[config.mk]
export PLATFORM = sky130hd
export DESIGN_NAME = serial_mouse_report_latch
export DESIGN_NICKNAME = d
export VERILOG_FILES = /design/src/sv/smrl_pkg.sv /design/src/sv/serial_mouse_report_latch.sv /design/src/sv/smrl_in_reg.sv /design/src/sv/smrl_core.sv /design/src/sv/smrl_out_reg.sv
export VERILOG_INCLUDE_DIRS = /design/src /design/src/sv
export SDC_FILE = /design/constraint.sdc
export NUM_CORES = 1
export LEC_CHECK = 0
export BUFFER_PORTS_ARGS = -buffer_cell sky130_fd_sc_hd__buf_2
export CAP_MARGIN = 20
export CORE_ASPECT_RATIO = 1.5
export CORE_MARGIN = 2
export CORE_UTILIZATION = 55
export CTS_CLUSTER_DIAMETER = 60
export CTS_CLUSTER_SIZE = 14
export DETAILED_ROUTE_END_ITERATION = 16
export GPL_ROUTABILITY_DRIVEN = 0
export PLACE_DENSITY = 0.82
export SLEW_MARGIN = 20
export SYNTH_ARGS = -nofsm -noshare
export SYNTH_HDL_FRONTEND = slang
export SYNTH_SLANG_ARGS = --single-unit
[constraint.sdc]
create_clock -name i_clk -period 3.3 [get_ports i_clk]
set_input_delay 0.165 -clock i_clk [delete_from_list [all_inputs] [get_ports i_clk]]
set_output_delay 0.165 -clock i_clk [all_outputs]
set_load 0.1 [all_outputs]
[src/sv/serial_mouse_report_latch_macros.svh]
// assertion macros shared by the mouse report latch modules
// no dependencies; included inside module bodies
`ifndef SERIAL_MOUSE_REPORT_LATCH_MACROS_SVH
`define SERIAL_MOUSE_REPORT_LATCH_MACROS_SVH

// same-cycle implication, checked out of reset
`define SMRL_ASSERT_IMP(label, clk, rst_n, ante, cons, msg) \
    label: assert property (@(posedge clk) disable iff (!rst_n) (ante) |-> (cons)) \
        else $error(msg);

// next-cycle implication, checked out of reset
`define SMRL_ASSERT_NXT(label, clk, rst_n, ante, cons, msg) \
    label: assert property (@(posedge clk) disable iff (!rst_n) (ante) |=> (cons)) \
        else $error(msg);

`endif

[src/sv/smrl_pkg.sv]
// shared types and constants for the serial mouse report latch
// no dependencies
package smrl_pkg;

    localparam int DELTA_W     = 16;
    localparam int S_TDATA_W   = 40;
    localparam int S_TUSER_W   = 2;
    localparam int M_TDATA_W   = 8;

    localparam logic [3:0] SIGNATURE = 4'b0001;
    localparam logic [6:0] MAG_MAX   = 7'd127;

    typedef enum logic [1:0] {
        OP_PORT_WRITE = 2'd0,
        OP_PORT_READ  = 2'd1,
        OP_BUTTON     = 2'd2,
        OP_MOTION     = 2'd3
    } t_opcode;

    typedef struct packed {
        t_opcode                    opcode;
        logic                       strobe_bit;
        logic                       button_select;
        logic                       button_pressed;
        logic signed [DELTA_W-1:0]  delta_x;
        logic signed [DELTA_W-1:0]  delta_y;
    } t_item;

    typedef struct packed {
        logic valid;
        logic read_bit;
    } t_result;

endpackage

[src/sv/serial_mouse_report_latch.sv]
// Serial game-port mouse report latch.
// Slave stream: one beat per bus event. tuser carries the opcode (port write,
// port read, button change, motion update); tdata carries the strobe bit,
// button select, button pressed and the two signed 16-bit motion deltas.
// Master stream: one beat per port read, read bit in tdata bit 0; other
// events produce no beat.
// A beat lands in an input register. From there the core applies its effect to the
// mouse state and, for a port read, loads the read bit into the result register
// at the same edge; the result register drives master valid.
// Throughput is one beat per cycle. When the master side stalls, a read that
// reaches the core waits in the input register and holds up every beat behind
// it; beats ahead of it still pass. Back-pressure reaches the slave side only
// once a read is held up.
// Reset clears the accumulators, buttons, strobe, sensitivity, report shifter
// and the mode bit; the mode bit is written through i_cfg_wr_en / i_cfg_wr_data
// and keeps only the low report byte when set.
// depends on smrl_pkg, smrl_in_reg, smrl_core, smrl_out_reg
module serial_mouse_report_latch #(
    parameter int ACCUM_WIDTH = 16
) (
    input  logic                           i_clk,
    input  logic                           i_rst_n,
    input  logic                           i_cfg_wr_en,
    input  logic                           i_cfg_wr_data,
    input  logic                           s_axis_tvalid,
    output logic                           s_axis_tready,
    // [0] strobe_bit, [1] button_select, [2] button_pressed,
    // [18:3] delta_x, [34:19] delta_y, [39:35] zero
    input  logic [smrl_pkg::S_TDATA_W-1:0] s_axis_tdata,
    // [1:0] opcode
    input  logic [smrl_pkg::S_TUSER_W-1:0] s_axis_tuser,
    output logic                           m_axis_tvalid,
    input  logic                           m_axis_tready,
    // [0] read_bit, [7:1] zero
    output logic [smrl_pkg::M_TDATA_W-1:0] m_axis_tdata
);
    import smrl_pkg::*;

    logic    item_valid;
    t_item   item;
    logic    take;
    logic    out_ready;
    t_result res;

    smrl_in_reg u_in_reg (
        .i_clk   (i_clk),
        .i_rst_n (i_rst_n),
        .i_valid (s_axis_tvalid),
        .o_ready (s_axis_tready),
        .i_tdata (s_axis_tdata),
        .i_tuser (s_axis_tuser),
        .i_take  (take),
        .o_valid (item_valid),
        .o_item  (item)
    );

    smrl_core #(
        .ACCUM_WIDTH (ACCUM_WIDTH)
    ) u_core (
        .i_clk         (i_clk),
        .i_rst_n       (i_rst_n),
        .i_cfg_wr_en   (i_cfg_wr_en),
        .i_cfg_wr_data (i_cfg_wr_data),
        .i_valid       (item_valid),
        .i_item        (item),
        .i_out_ready   (out_ready),
        .o_take        (take),
        .o_res         (res)
    );

    smrl_out_reg u_out_reg (
        .i_clk    (i_clk),
        .i_rst_n  (i_rst_n),
        .i_res    (res),
        .o_ready  (out_ready),
        .o_tvalid (m_axis_tvalid),
        .i_tready (m_axis_tready),
        .o_tdata  (m_axis_tdata)
    );

endmodule

[src/sv/smrl_in_reg.sv]
// input register: captures one beat and unpacks it into an item
// depends on smrl_pkg
module smrl_in_reg (
    input  logic                          i_clk,
    input  logic                          i_rst_n,
    input  logic                          i_valid,
    output logic                          o_ready,
    input  logic [smrl_pkg::S_TDATA_W-1:0] i_tdata,
    input  logic [smrl_pkg::S_TUSER_W-1:0] i_tuser,
    input  logic                          i_take,
    output logic                          o_valid,
    output smrl_pkg::t_item               o_item
);
    import smrl_pkg::*;

    logic  r_valid;
    t_item r_item;
    t_item n_item;

    assign o_ready = !r_valid || i_take;
    assign o_valid = r_valid;
    assign o_item  = r_item;

    always_comb begin
        n_item.opcode         = t_opcode'(i_tuser[1:0]);
        n_item.strobe_bit     = i_tdata[0];
        n_item.button_select  = i_tdata[1];
        n_item.button_pressed = i_tdata[2];
        n_item.delta_x        = i_tdata[18:3];
        n_item.delta_y        = i_tdata[34:19];
    end

    always_ff @(posedge i_clk) begin
        if (!i_rst_n) begin
            r_valid <= 1'b0;
        end else if (o_ready) begin
            r_valid <= i_valid;
        end
    end

    always_ff @(posedge i_clk) begin
        if (o_ready && i_valid) begin
            r_item <= n_item;
        end
    end

endmodule

[src/sv/smrl_core.sv]
// mouse state: accumulators, buttons, strobe, sensitivity and report shifter
// depends on smrl_pkg and serial_mouse_report_latch_macros.svh
module smrl_core #(
    parameter int ACCUM_WIDTH = 16
) (
    input  logic              i_clk,
    input  logic              i_rst_n,
    input  logic              i_cfg_wr_en,
    input  logic              i_cfg_wr_data,
    input  logic              i_valid,
    input  smrl_pkg::t_item   i_item,
    input  logic              i_out_ready,
    output logic              o_take,
    output smrl_pkg::t_result o_res
);
    import smrl_pkg::*;
    `include "serial_mouse_report_latch_macros.svh"

    localparam int AW = ACCUM_WIDTH;
    localparam int SW = ((AW > DELTA_W) ? AW : DELTA_W) + 1;
    localparam logic signed [SW-1:0] SAT_HI = {{(SW-AW+1){1'b0}}, {(AW-1){1'b1}}};
    localparam logic signed [SW-1:0] SAT_LO = {{(SW-AW+1){1'b1}}, {(AW-1){1'b0}}};

    logic                 r_mode;
    logic                 r_strobe;
    logic [31:0]          r_report;
    logic [1:0]           r_sens;
    logic [1:0]           r_btn;
    logic signed [AW-1:0] r_acc_x;
    logic signed [AW-1:0] r_acc_y;

    logic                 n_strobe;
    logic [31:0]          n_report;
    logic [1:0]           n_sens;
    logic [1:0]           n_btn;
    logic signed [AW-1:0] n_acc_x;
    logic signed [AW-1:0] n_acc_y;

    logic                 latch;
    logic [7:0]           enc_x;
    logic [7:0]           enc_y;
    logic [31:0]          report;

    function automatic logic signed [AW-1:0] sat_add(
        input logic signed [AW-1:0]      a,
        input logic signed [DELTA_W-1:0] d
    );
        logic signed [SW-1:0] s;
        logic signed [SW-1:0] c;
        s = SW'(a) + SW'(d);
        if (s > SAT_HI) begin
            c = SAT_HI;
        end else if (s < SAT_LO) begin
            c = SAT_LO;
        end else begin
            c = s;
        end
        return c[AW-1:0];
    endfunction

    // sign-magnitude, clamped to 127, scaled down by sensitivity
    function automatic logic [7:0] encode_axis(
        input logic signed [AW-1:0] v,
        input logic [1:0]           sens
    );
        logic          neg;
        logic [AW:0]   ext;
        logic [AW:0]   mag;
        logic [6:0]    m7;
        logic [1:0]    sh;
        neg = v[AW-1];
        ext = {v[AW-1], v};
        mag = neg ? (~ext + 1'b1) : ext;
        m7  = (mag > (AW+1)'(MAG_MAX)) ? MAG_MAX : mag[6:0];
        case (sens)
            2'd0:    sh = 2'd2;
            2'd1:    sh = 2'd1;
            default: sh = 2'd0;
        endcase
        return {neg, m7 >> sh};
    endfunction

    assign o_take = i_valid && ((i_item.opcode != OP_PORT_READ) || i_out_ready);

    assign enc_x  = encode_axis(r_acc_x, r_sens);
    assign enc_y  = encode_axis(r_acc_y, r_sens);
    assign report = r_mode ? {24'd0, enc_x}
                           : {8'd0, r_btn[1], r_btn[0], r_sens, SIGNATURE, enc_y, enc_x};
    assign latch  = o_take && (i_item.opcode == OP_PORT_WRITE) && r_strobe
                    && !i_item.strobe_bit;

    always_comb begin
        n_strobe     = r_strobe;
        n_report     = r_report;
        n_sens       = r_sens;
        n_btn        = r_btn;
        n_acc_x      = r_acc_x;
        n_acc_y      = r_acc_y;
        o_res.valid    = 1'b0;
        o_res.read_bit = 1'b0;
        if (o_take) begin
            case (i_item.opcode)
                OP_PORT_WRITE: begin
                    if (!r_strobe && i_item.strobe_bit) begin
                        n_strobe = 1'b1;
                    end else if (latch) begin
                        n_strobe = 1'b0;
                        n_report = report;
                        n_acc_x  = '0;
                        n_acc_y  = '0;
                    end
                end
                OP_PORT_READ: begin
                    o_res.valid = 1'b1;
                    if (r_strobe) begin
                        // strobed read cycles the sensitivity setting
                        case (r_sens)
                            2'd0:    n_sens = 2'd1;
                            2'd1:    n_sens = 2'd2;
                            2'd2:    n_sens = 2'd0;
                            default: n_sens = 2'd1;
                        endcase
                    end else begin
                        o_res.read_bit = r_report[31];
                        n_report       = {r_report[30:0], 1'b0};
                    end
                end
                OP_BUTTON: begin
                    n_btn[i_item.button_select] = i_item.button_pressed;
                end
                default: begin
                    n_acc_x = sat_add(r_acc_x, i_item.delta_x);
                    n_acc_y = sat_add(r_acc_y, i_item.delta_y);
                end
            endcase
        end
    end

    always_ff @(posedge i_clk) begin
        if (!i_rst_n) begin
            r_mode   <= 1'b0;
            r_strobe <= 1'b0;
            r_report <= '0;
            r_sens   <= '0;
            r_btn    <= '0;
            r_acc_x  <= '0;
            r_acc_y  <= '0;
        end else begin
            if (i_cfg_wr_en) begin
                r_mode <= i_cfg_wr_data;
            end
            r_strobe <= n_strobe;
            r_report <= n_report;
            r_sens   <= n_sens;
            r_btn    <= n_btn;
            r_acc_x  <= n_acc_x;
            r_acc_y  <= n_acc_y;
        end
    end

    `SMRL_ASSERT_IMP(a_sens_range, i_clk, i_rst_n, 1'b1, r_sens != 2'd3,
        "sensitivity reached an unused code")
    `SMRL_ASSERT_NXT(a_latch_clears, i_clk, i_rst_n, latch,
        !r_strobe && (r_acc_x == '0) && (r_acc_y == '0),
        "report latch did not clear strobe and accumulators")
    `SMRL_ASSERT_NXT(a_strobed_read_holds, i_clk, i_rst_n,
        o_take && (i_item.opcode == OP_PORT_READ) && r_strobe,
        $stable(r_report) && r_strobe,
        "read during strobe disturbed the report shifter")
    `SMRL_ASSERT_IMP(a_stall_only_read, i_clk, i_rst_n, i_valid && !o_take,
        (i_item.opcode == OP_PORT_READ) && !i_out_ready,
        "item held back without a blocked read")

endmodule

[src/sv/smrl_out_reg.sv]
// result register on the master side, one read bit per beat
// depends on smrl_pkg
module smrl_out_reg (
    input  logic                           i_clk,
    input  logic                           i_rst_n,
    input  smrl_pkg::t_result              i_res,
    output logic                           o_ready,
    output logic                           o_tvalid,
    input  logic                           i_tready,
    output logic [smrl_pkg::M_TDATA_W-1:0] o_tdata
);
    import smrl_pkg::*;

    logic r_valid;
    logic r_bit;

    assign o_ready  = !r_valid || i_tready;
    assign o_tvalid = r_valid;
    assign o_tdata  = {{(M_TDATA_W-1){1'b0}}, r_bit};

    always_ff @(posedge i_clk) begin
        if (!i_rst_n) begin
            r_valid <= 1'b0;
        end else if (o_ready) begin
            r_valid <= i_res.valid;
        end
    end

    always_ff @(posedge i_clk) begin
        if (o_ready && i_res.valid) begin
            r_bit <= i_res.read_bit;
        end
    end

endmodule

==> impl_metrics.json, run 1 <==
{
  "cts_sinks": 110,
  "slew_headroom": 0.495,
  "reg2reg_depth": 11,
  "critical_path.startpoint": "u_core.r_acc_y[0]$_SDFFE_PN0P_",
  "hold_viol_final": 0,
  "clock_skew_ps": 6.17,
  "endpoint": "u_core.r_acc_y[12]$_SDFFE_PN0P_",
  "tns_ps": 0,
  "num-nets-final": 912,
  "port_buffers": 45,
  "wl_per_cell_um": 16.3,
  "drtPass1Iterations": 5,
  "yosysSeqAreaShare": 0.382,
  "cp_cell_sequence": "ha_1, inv_1, fa_1, nor2b_1, o31a_1, o311a_1, a211o_1, o21ai_4, nor3_1, buf_4, a221o_1",
  "fmax_ghz": 0.330,
  "critPathRequiredTime_ps": 3600,
  "power.density_nw_per_um2": 452,
  "r2r_start": "u_core.r_acc_y[0]$_SDFFE_PN0P_",
  "fin_crit_sh": 0.919,
  "nFillCells": 979,
  "reg2reg_slack_ps": 270,
  "grt_max_degree": 38,
  "async_reset_ff_frac": 0,
  "htree_num_levels": 3,
  "top_level_ports": 58,
  "dp_cells": 928,
  "rsz0062_at_grt": "no",
  "vias_per_cell": 6.14,
  "die_area_um2": 13200,
  "synth_top_cell_by_area": "dfxtp_1",
  "antenna_cells": 0,
  "core_area_um2": 12000,
  "layout-drive-gt1-share": 0.111,
  "drv_slew": 0,
  "wl_mm": 16.0,
  "grt_pass1_wl_mm": 27.1,
  "gr-total-overflow": 0,
  "antenna_left": 0,
  "cap_violations": 0,
  "cts_tree": "yes",
  "cp.arrival_ps": 3330,
  "cpPeakStageDelay_ps": 540,
  "synth_enable_flop_cells": 38,
  "cp-end-kind": "flop",
  "yosys_most_used_dff": "dfxtp_1",
  "clockBufferDepth": 2,
  "p_leak_uw": 0.00315,
  "synthTopCellsByCount": "nand2_1 (86), dfxtp_1 (72), nor2_1 (58)",
  "outcome": "completed",
  "yosysUniqueCellTypes": 75,
  "vias": 6021,
  "yosysWarningCount": 0,
  "dp_hpwl_mm": 11.2,
  "synth_top_area_share": 0.213,
  "clk_latency_ps": 350,
  "tightestPinTransition_ps": 758,
  "start_util": 0.563,
  "ys_seq_elements": 110,
  "numCtsBuffers": 9,
  "criticalPathCategory": "reg -> reg",
  "regToRegEndpoint": "u_core.r_acc_y[12]$_SDFFE_PN0P_",
  "rows": 49,
  "clock_tree.root_cell": "clkbuf_16",
  "ys_top_cells_by_area": "dfxtp_1 (21%), edfxtp_1 (17%), ha_1 (7.2%)",
  "cp_max_fo": 7,
  "crit_path_top_delay_cell": "nor3_1",
  "syn_area_um2": 6770,
  "grt_antenna_before_repair": 0,
  "hp-class": "in -> reg",
  "syn_inst": 757,
  "area_growth_pct": 15.3,
  "setup_viol": 0,
  "ctsResizeCount": 0,
  "fin_cells": 981,
  "path_clk_slew_ps": 70,
  "report.power.total_uw": 3530,
  "syn_avg_cell_area_um2": 8.94,
  "grt_pass1_vias": 5947,
  "startpoint_type": "flop",
  "period_minus_slack_ps": 3030,
  "drc": 0,
  "vdd_ir_drop_max_mv": 0.272,
  "die_x_um": 94.6,
  "track_usage": 0.252,
  "die-height_um": 140,
  "synth_most_common_cell": "nand2_1",
  "drt_iter0_markers": 538
}
[report_power, final]
part	switching (µW)	internal, µW
sequential	70.6	1460
combinational	429	311
clock	510	745
[repair_timing]
| action | CTS | global route |
|---|---|---|
| hold buffers | 37 | 0 |
| endpoints found under the hold margin | 37 | 0 |
| setup buffers | 0 | 0 |
[final cells by class]
type	count	area [µm²]	area share
Sequential cell	110	2580	0.331
Inverter	29	109	0.0140
Timing Repair Buffer	94	686	0.0879
Tap cell	153	191	0.0245
Clock inverter	7	120	0.0154
Clock buffer	9	225	0.0289
Multi-Input combinational cell	579	3890	0.498
[cells in the final DEF (no fill, tap or decap), types with 6 or more instances in the layout]
cell type,instances
nor3_1,11
ha_1,39
a21o_1,11
xor2_1,12
nor2b_1,8
nor3b_1,6
mux2i_1,22
o21ai_0,37
buf_2,45
nor2_1,58
nand4_1,10
o21a_1,6
edfxtp_1,38
inv_1,27
o211ai_1,6
nand3_1,16
xnor2_1,20
buf_4,12
dlygate4sd3_1,37
nand2_1,86
o41ai_1,6
a211oi_1,15
clkbuf_16,9
a221o_1,13
or3_1,8
conb_1,7
nand2b_1,10
dfxtp_1,72
a21oi_1,57
a31oi_1,18
[flip-flops by register name (all words and copies together), names as in the netlist]
register,flops
u_core.r_acc_y,16
u_in_reg.o_item,37
u_out_reg.o_tvalid,1
u_out_reg.r_bit,1
u_core.r_btn,2
u_core.r_mode,1
u_core.r_acc_x,16
u_core.r_strobe,1
u_core.r_sens,2
u_in_reg.o_valid,1
u_core.r_report,32
[worst min-delay path by stage]
stage                                 from                       endpoint  slack, ps  cells past startpoint
after floorplan           s_axis_tdata[19]   u_in_reg.o_item[0]$_DFFE_PP_        260                      0
after global placement    s_axis_tdata[16]  u_in_reg.o_item[29]$_DFFE_PP_        340                      1
after detailed placement  s_axis_tdata[18]  u_in_reg.o_item[31]$_DFFE_PP_        340                      1
after CTS                    i_cfg_wr_data     u_core.r_mode$_SDFFE_PN0P_         60                      3
after global routing         i_cfg_wr_data     u_core.r_mode$_SDFFE_PN0P_         90                      3
final                        i_cfg_wr_data     u_core.r_mode$_SDFFE_PN0P_         70                      3
[stage by stage]
step	setup slack, ps	cell area, µm²	hold WS, ps	utilization
after floorplan	594	6800	264	-
after global placement	447	7090	341	0.590
after detailed placement	339	7090	343	0.590
after CTS	290	7800	64.3	0.649
after global routing	57.9	7800	87.9	0.649
final	266	7800	67.7	0.649
[logic make-up (layout without fill, tap and decap cells)]
kind of cell	after synthesis	count (layout)	share of synthesized area
compound gates	231	231	0.234
xor+xnor	32	32	0.0414
fa+ha+maj	44	44	0.0825
buf+inv	74	139	0.0494
flops	110	110	0.382
mux	27	27	0.0409
other cells	1	7	0.000554
simple gates	238	238	0.170
[worst max-delay path, delay by kind of cell, from the launching register on]
kind | cells | cell delay, ps
AOI/OAI and AO/OA | 5 | 860
adders and majority gates | 2 | 630
buffers and inverters | 2 | 340
DFF | 1 | 440
and+or+nand+nor | 2 | 710
[layer usage]
layer	vias to the layer above	track usage	part of all wire
li1	2948	-	-
met1	2846	0.296	0.40
met2	190	0.459	0.53
met3	37	0.0395	0.043
met4	0	0.0839	0.021
met5	-	0	0
Note: power is estimated with default switching activity, not from simulation.
==> run 2: changes to the inputs <==
--- a/config.mk
+++ b/config.mk
@@ -10,12 +10,12 @@
 export CAP_MARGIN = 20
 export CORE_ASPECT_RATIO = 1.5
 export CORE_MARGIN = 2
-export CORE_UTILIZATION = 55
+export CORE_UTILIZATION = 60
 export CTS_CLUSTER_DIAMETER = 60
 export CTS_CLUSTER_SIZE = 14
 export DETAILED_ROUTE_END_ITERATION = 16
 export GPL_ROUTABILITY_DRIVEN = 0
-export PLACE_DENSITY = 0.82
+export PLACE_DENSITY = 0.85
 export SLEW_MARGIN = 20
 export SYNTH_ARGS = -nofsm -noshare
 export SYNTH_HDL_FRONTEND = slang
==> constraint.sdc (replaced) <==
create_clock -name i_clk -period 2.9 [get_ports i_clk]
set_input_delay 0.145 -clock i_clk [delete_from_list [all_inputs] [get_ports i_clk]]
set_output_delay 0.145 -clock i_clk [all_outputs]
set_load 0.1 [all_outputs]
==> run 2 against run 1 <==
Power grew 14%; sequential share of layout area is 0.43 points lower; maximum frequency is 9.3% higher; cell area grew 1.3%; clock power grew 12%; register-to-register slack worse by 140 ps; routed wire length grew 0.49%; largest cell class unchanged; largest power group unchanged.
==> impl_metrics.json, run 2 (synthesis gave the netlist of run 1 again) <==
{
  "path_clk_slew_ps": 70,
  "dp_hpwl_mm": 11.4,
  "placed_area_um2": 7190,
  "fin_crit_sh": 0.957,
  "antenna_cells": 0,
  "clock_skew_ps": 6.73,
  "core_area_um2": 11000,
  "clockBufferDepth": 2,
  "top_level_ports": 58,
  "die_x_um": 90.7,
  "vdd_ir_drop_max_mv": 0.387,
  "fmax_ghz": 0.360,
  "drv_slew": 0,
  "track_usage": 0.265,
  "cap_violations": 0,
  "die-height_um": 134,
  "cts_tree": "yes",
  "largest_reg_flops": 37,
  "cp.arrival_ps": 3010,
  "final_cell_mix": "nand2_1 (86), dfxtp_1 (72), nor2_1 (58), a21oi_1 (57), buf_2 (45)",
  "vias": 6116,
  "area_growth_pct": 16.8,
  "gr-total-overflow": 0,
  "clock_tree.root_cell": "clkbuf_16",
  "wl_per_cell_um": 16.2,
  "htree_num_levels": 3,
  "vias_per_cell": 6.18,
  "hp-class": "in -> reg",
  "cp_cell_sequence": "ha_1, inv_1, fa_1, nor2b_1, o31a_1, o311a_1, a211o_1, o21ai_4, buf_4, a21oi_2, a221o_1",
  "clk_latency_ps": 350,
  "critPathRequiredTime_ps": 3140,
  "drc": 0,
  "slew_headroom": 0.463,
  "rows": 47,
  "drtPass1Iterations": 5,
  "period_minus_slack_ps": 2770,
  "start_util": 0.615,
  "cp-end-kind": "flop",
  "die_area_um2": 12200,
  "cpPeakStageDelay_ps": 370,
  "cp.buffers_inverters": 2,
  "drt_iter0_markers": 535,
  "grt_pass1_wl_mm": 26.7,
  "num-nets-final": 927,
  "p_leak_uw": 0.00323,
  "cp_max_fo": 11,
  "power.density_nw_per_um2": 508,
  "cp_top_family": "compound AO/OA/AOI/OAI gates",
  "tightestPinTransition_ps": 801,
  "crit_path_top_delay_cell": "edfxtp_1",
  "port_buffers": 45,
  "outcome": "completed",
  "final_common_cell": "nand2_1",
  "report.power.total_uw": 4010,
  "wl_mm": 16.1,
  "cts_sinks": 110,
  "numCtsBuffers": 9,
  "grt_antenna_before_repair": 0,
  "antenna_left": 0,
  "startpoint_type": "flop",
  "fin_area_um2": 7910,
  "hold_viol_final": 0,
  "criticalPathCategory": "reg -> reg",
  "setup_viol": 0,
  "dp_slack_ps": 140,
  "fin_ws_ps": 125,
  "layout-drive-gt1-share": 0.127,
  "tns_ps": 0,
  "grt_max_degree": 38,
  "grt_pass1_vias": 5931,
  "rsz0062_at_grt": "no"
}
[run 2: path summary, 6_finish.rpt]
kind / cells past startpoint / slack [ps] / start / end
worst max-delay path: 11 / 130 / u_in_reg.o_item[0]$_DFFE_PP_ / u_core.r_acc_y[3]$_SDFFE_PN0P_
worst min-delay path: 3 / 40 / i_cfg_wr_data / u_core.r_mode$_SDFFE_PN0P_
worst max register to register: 11 / 130 / u_in_reg.o_item[0]$_DFFE_PP_ / u_core.r_acc_y[3]$_SDFFE_PN0P_
worst min register to register: 2 / 450 / u_core.r_report[24]$_SDFFE_PN0P_ / u_core.r_report[25]$_SDFFE_PN0P_
[run 2: timing repair]
item	4_1_cts	5_1_grt
hold buffers	37	0
setup buffers	0	1
gates resized for setup	0	0
hold endpoints to repair	37	0
endpoints found under the setup margin	0	11
[run 2: report_power, final]
part | switching, µW | total (µW) | internal, µW
combinational | 500 | 877 | 377
sequential | 70.0 | 1740 | 1670
clock | 557 | 1400 | 845
total | 1130 | 4010 | 2890
[run 2: tightest hold or removal path: stages]
cell     delay, ps
buf_2           70
mux2i_1         60
nor2_1          70
[run 2: layout make-up]
| cell class | count | area (µm²) |
|---|---|---|
| Timing Repair Buffer | 109 | 798 |
| Fill cell | 827 | 3090 |
| Tap cell | 147 | 184 |
| Inverter | 29 | 109 |
| Clock inverter | 6 | 109 |
| Multi-Input combinational cell | 579 | 3890 |
| Sequential cell | 110 | 2580 |
| Clock buffer | 10 | 229 |
[run 2: stage by stage]
step                      hold WS [ps]  instances   util
after floorplan                    244        763      -
after global placement             321        936  0.653
after detailed placement           323        936  0.654
after CTS                         41.1        989  0.718
after global routing              75.4        990  0.719
final                             36.6        990  0.719
[run 2: metal layers]
metal	routed length (µm)	global-route usage	vias to the layer above
met4	537	0.122	0
met1	6350	0.309	2865
li1	-	-	2968
met2	8400	0.478	231
met5	0	0	-
met3	767	0.0399	52
==> run 3: changes to the inputs <==
--- a/config.mk
+++ b/config.mk
@@ -6,16 +6,17 @@
 export SDC_FILE = /design/constraint.sdc
 export NUM_CORES = 1
 export LEC_CHECK = 0
+export ABC_AREA = 0
 export BUFFER_PORTS_ARGS = -buffer_cell sky130_fd_sc_hd__buf_2
 export CAP_MARGIN = 20
 export CORE_ASPECT_RATIO = 1.5
 export CORE_MARGIN = 2
-export CORE_UTILIZATION = 60
+export CORE_UTILIZATION = 55
 export CTS_CLUSTER_DIAMETER = 60
 export CTS_CLUSTER_SIZE = 14
 export DETAILED_ROUTE_END_ITERATION = 16
 export GPL_ROUTABILITY_DRIVEN = 0
-export PLACE_DENSITY = 0.85
+export PLACE_DENSITY = 0.79
 export SLEW_MARGIN = 20
 export SYNTH_ARGS = -nofsm -noshare
 export SYNTH_HDL_FRONTEND = slang
==> constraint.sdc (replaced) <==
create_clock -name i_clk -period 2.7 [get_ports i_clk]
set_input_delay 0.135 -clock i_clk [delete_from_list [all_inputs] [get_ports i_clk]]
set_output_delay 0.135 -clock i_clk [all_outputs]
set_load 0.1 [all_outputs]
==> run 3 against run 2 <==
Maximum frequency rose by 3.6%; critical path depth stayed put; worst hold slack got worse by 14 ps; cell area increased by 3.7%; routed wire length rose by 5.6%; cell count is 3.9% higher; critical path type unchanged; sequential share of layout area fell by 1.2 points; first-iteration DRC count down 38%; core utilization shrank 3.7 points; sequential cell count unchanged; register-to-register slack lost 100 ps; power increased by 4.7%.
==> impl_metrics.json, run 3 (synthesis gave the netlist of run 1 again) <==
{
  "cp_cell_sequence": "ha_2, inv_2, fa_2, nor2b_2, o31a_1, o311a_1, a211o_1, buf_6, or4_1, a31oi_1, a221o_1",
  "period_minus_slack_ps": 2680,
  "clock_skew_ps": 9.03,
  "reg2reg_slack_ps": 20,
  "numCtsBuffers": 9,
  "gr-total-overflow": 0,
  "clk_latency_ps": 360,
  "largest_reg_flops": 37,
  "port_buffers": 45,
  "cap_violations": 0,
  "drtPass1Iterations": 7,
  "clkPwrFrac": 0.312,
  "cts_tree": "yes",
  "final_cell_mix": "nand2_1 (86), dfxtp_1 (72), nor2_1 (58), buf_4 (57), a21oi_1 (56)",
  "outcome": "completed",
  "cp_max_fo": 3,
  "placed_area_um2": 7420,
  "dp_cells": 972,
  "critical_path.startpoint": "u_in_reg.o_item[0]$_DFFE_PP_",
  "drc": 0,
  "clock_tree.root_cell": "clkbuf_16",
  "cp-end-kind": "flop",
  "grt_pass1_vias": 6144,
  "fin_crit_sh": 0.992,
  "drt_iter0_markers": 331,
  "criticalPathCategory": "reg -> reg",
  "regToRegEndpoint": "u_core.r_acc_y[14]$_SDFFE_PN0P_",
  "intPower_uw": 2910,
  "antenna_cells": 0,
  "setup_viol": 0,
  "slew_headroom": 0.499,
  "hold_viol_final": 0,
  "die_area_um2": 13200,
  "final_common_cell": "nand2_1",
  "path_clk_slew_ps": 80,
  "critPathRequiredTime_ps": 3000,
  "dp_hpwl_mm": 12.2,
  "vias_per_cell": 6.07,
  "wl_per_cell_um": 16.5,
  "rsz0062_at_grt": "yes",
  "vdd_ir_drop_max_mv": 0.356,
  "layout-drive-gt1-share": 0.176,
  "die-height_um": 140,
  "num-nets-final": 960,
  "crit_path_top_delay_cell": "or4_1",
  "reg2reg_depth": 11,
  "power.density_nw_per_um2": 513,
  "endpoint": "u_core.r_acc_y[14]$_SDFFE_PN0P_",
  "r2r_start": "u_in_reg.o_item[0]$_DFFE_PP_",
  "die_x_um": 94.6,
  "cp.buffers_inverters": 2,
  "vias": 6241,
  "cp_top_family": "compound AO/OA/AOI/OAI gates",
  "htree_num_levels": 3,
  "cp.arrival_ps": 2980,
  "fin_area_um2": 8200,
  "switching_share": 0.307,
  "grt_pass1_wl_mm": 27.2,
  "track_usage": 0.253,
  "p_leak_uw": 0.00338,
  "fmax_ghz": 0.373,
  "top_level_ports": 58,
  "switchingPower_uw": 1290,
  "fin_util": 0.682,
  "start_util": 0.563,
  "drv_slew": 0,
  "fin_cells": 1029,
  "grt_max_degree": 38,
  "cts_sinks": 110,
  "grt_antenna_before_repair": 0,
  "startpoint_type": "flop",
  "cpPeakStageDelay_ps": 390,
  "antenna_left": 0,
  "path_depth": 11,
  "area_growth_pct": 21.1,
  "tightestPinTransition_ps": 751,
  "clockBufferDepth": 2,
  "tns_ps": 0,
  "rows": 49,
  "wl_mm": 17.0,
  "power_frac_comb": 0.249,
  "core_area_um2": 12000,
  "hp-class": "in -> reg",
  "pwr-share-seq": 0.439
}
[run 3: cell types whose count changed in the layout (fill, tap and decap cells not counted), moves of 3 or more]
cell	before	now
a211oi_1	15	11
buf_4	27	57
a211oi_2	0	4
bufinv_16	3	0
[run 3: worst min path at each step]
stage,startpoint,end,slack (ps),cells past startpoint
2_1_floorplan,s_axis_tdata[19],u_in_reg.o_item[0]$_DFFE_PP_,230,0
3_3_place_gp,s_axis_tdata[16],u_in_reg.o_item[29]$_DFFE_PP_,310,1
3_5_place_dp,s_axis_tdata[18],u_in_reg.o_item[31]$_DFFE_PP_,310,1
4_1_cts,i_cfg_wr_data,u_core.r_mode$_SDFFE_PN0P_,20,3
5_1_grt,i_cfg_wr_data,u_core.r_mode$_SDFFE_PN0P_,30,3
6_report,i_cfg_wr_data,u_core.r_mode$_SDFFE_PN0P_,20,3
[run 3: cell type report]
cell class,instances,area [µm²]
Timing Repair Buffer,141,1050
Tap cell,153,191
Clock buffer,10,239
Inverter,29,109
Fill cell,941,3820
Multi-Input combinational cell,580,3980
Sequential cell,110,2580
Clock inverter,6,52.6
[run 3: worst register-to-register path, cell delays in order, from the launching register on]
cell and delay [ps]:
edfxtp_1 370, ha_2 220, inv_2 80, fa_2 230, nor2b_2 60, o31a_1 260
o311a_1 290, a211o_1 290, buf_6 140, or4_1 390, a31oi_1 150, a221o_1 160
[run 3: per-stage QoR]
| step | total power [µW] | worst slack [ps] | hold slack [ps] |
|---|---|---|---|
| 2_1_floorplan | 2570 | 74.7 | 234 |
| 3_3_place_gp | 2780 | -221 | 311 |
| 3_5_place_dp | 2830 | -117 | 313 |
| 4_1_cts | 4170 | 5.03 | 21.2 |
| 5_1_grt | 4370 | -76.3 | 25.8 |
| 6_report | 4200 | 22.2 | 23.0 |
[run 3: power groups by stage]
stage / Clock, µW / Combinational [µW] / Sequential, µW
after floorplan: 0 / 690 / 1880
after global placement: 0 / 899 / 1880
after detailed placement: 0 / 946 / 1880
after CTS: 1320 / 1000 / 1850
after global routing: 1380 / 1140 / 1860
final: 1310 / 1050 / 1850
[run 3: repair_timing]
action / 4_1_cts / 5_1_grt
pin swaps: 2 / 14
resized for setup: 5 / 14
buffers inserted: 0 / 3
hold buffers: 37 / 0
gates cloned: 0 / 1
setup endpoints to repair: 12 / 20
endpoints found under the hold margin: 37 / 0
[run 3: metal layers]
metal  GRT usage  part of all wire  up-vias
met5           0                 0        -
met4       0.107             0.034        0
met3      0.0406             0.051       49
met2       0.471              0.53      220
met1       0.275              0.39     2946
li1            -                 -     3026
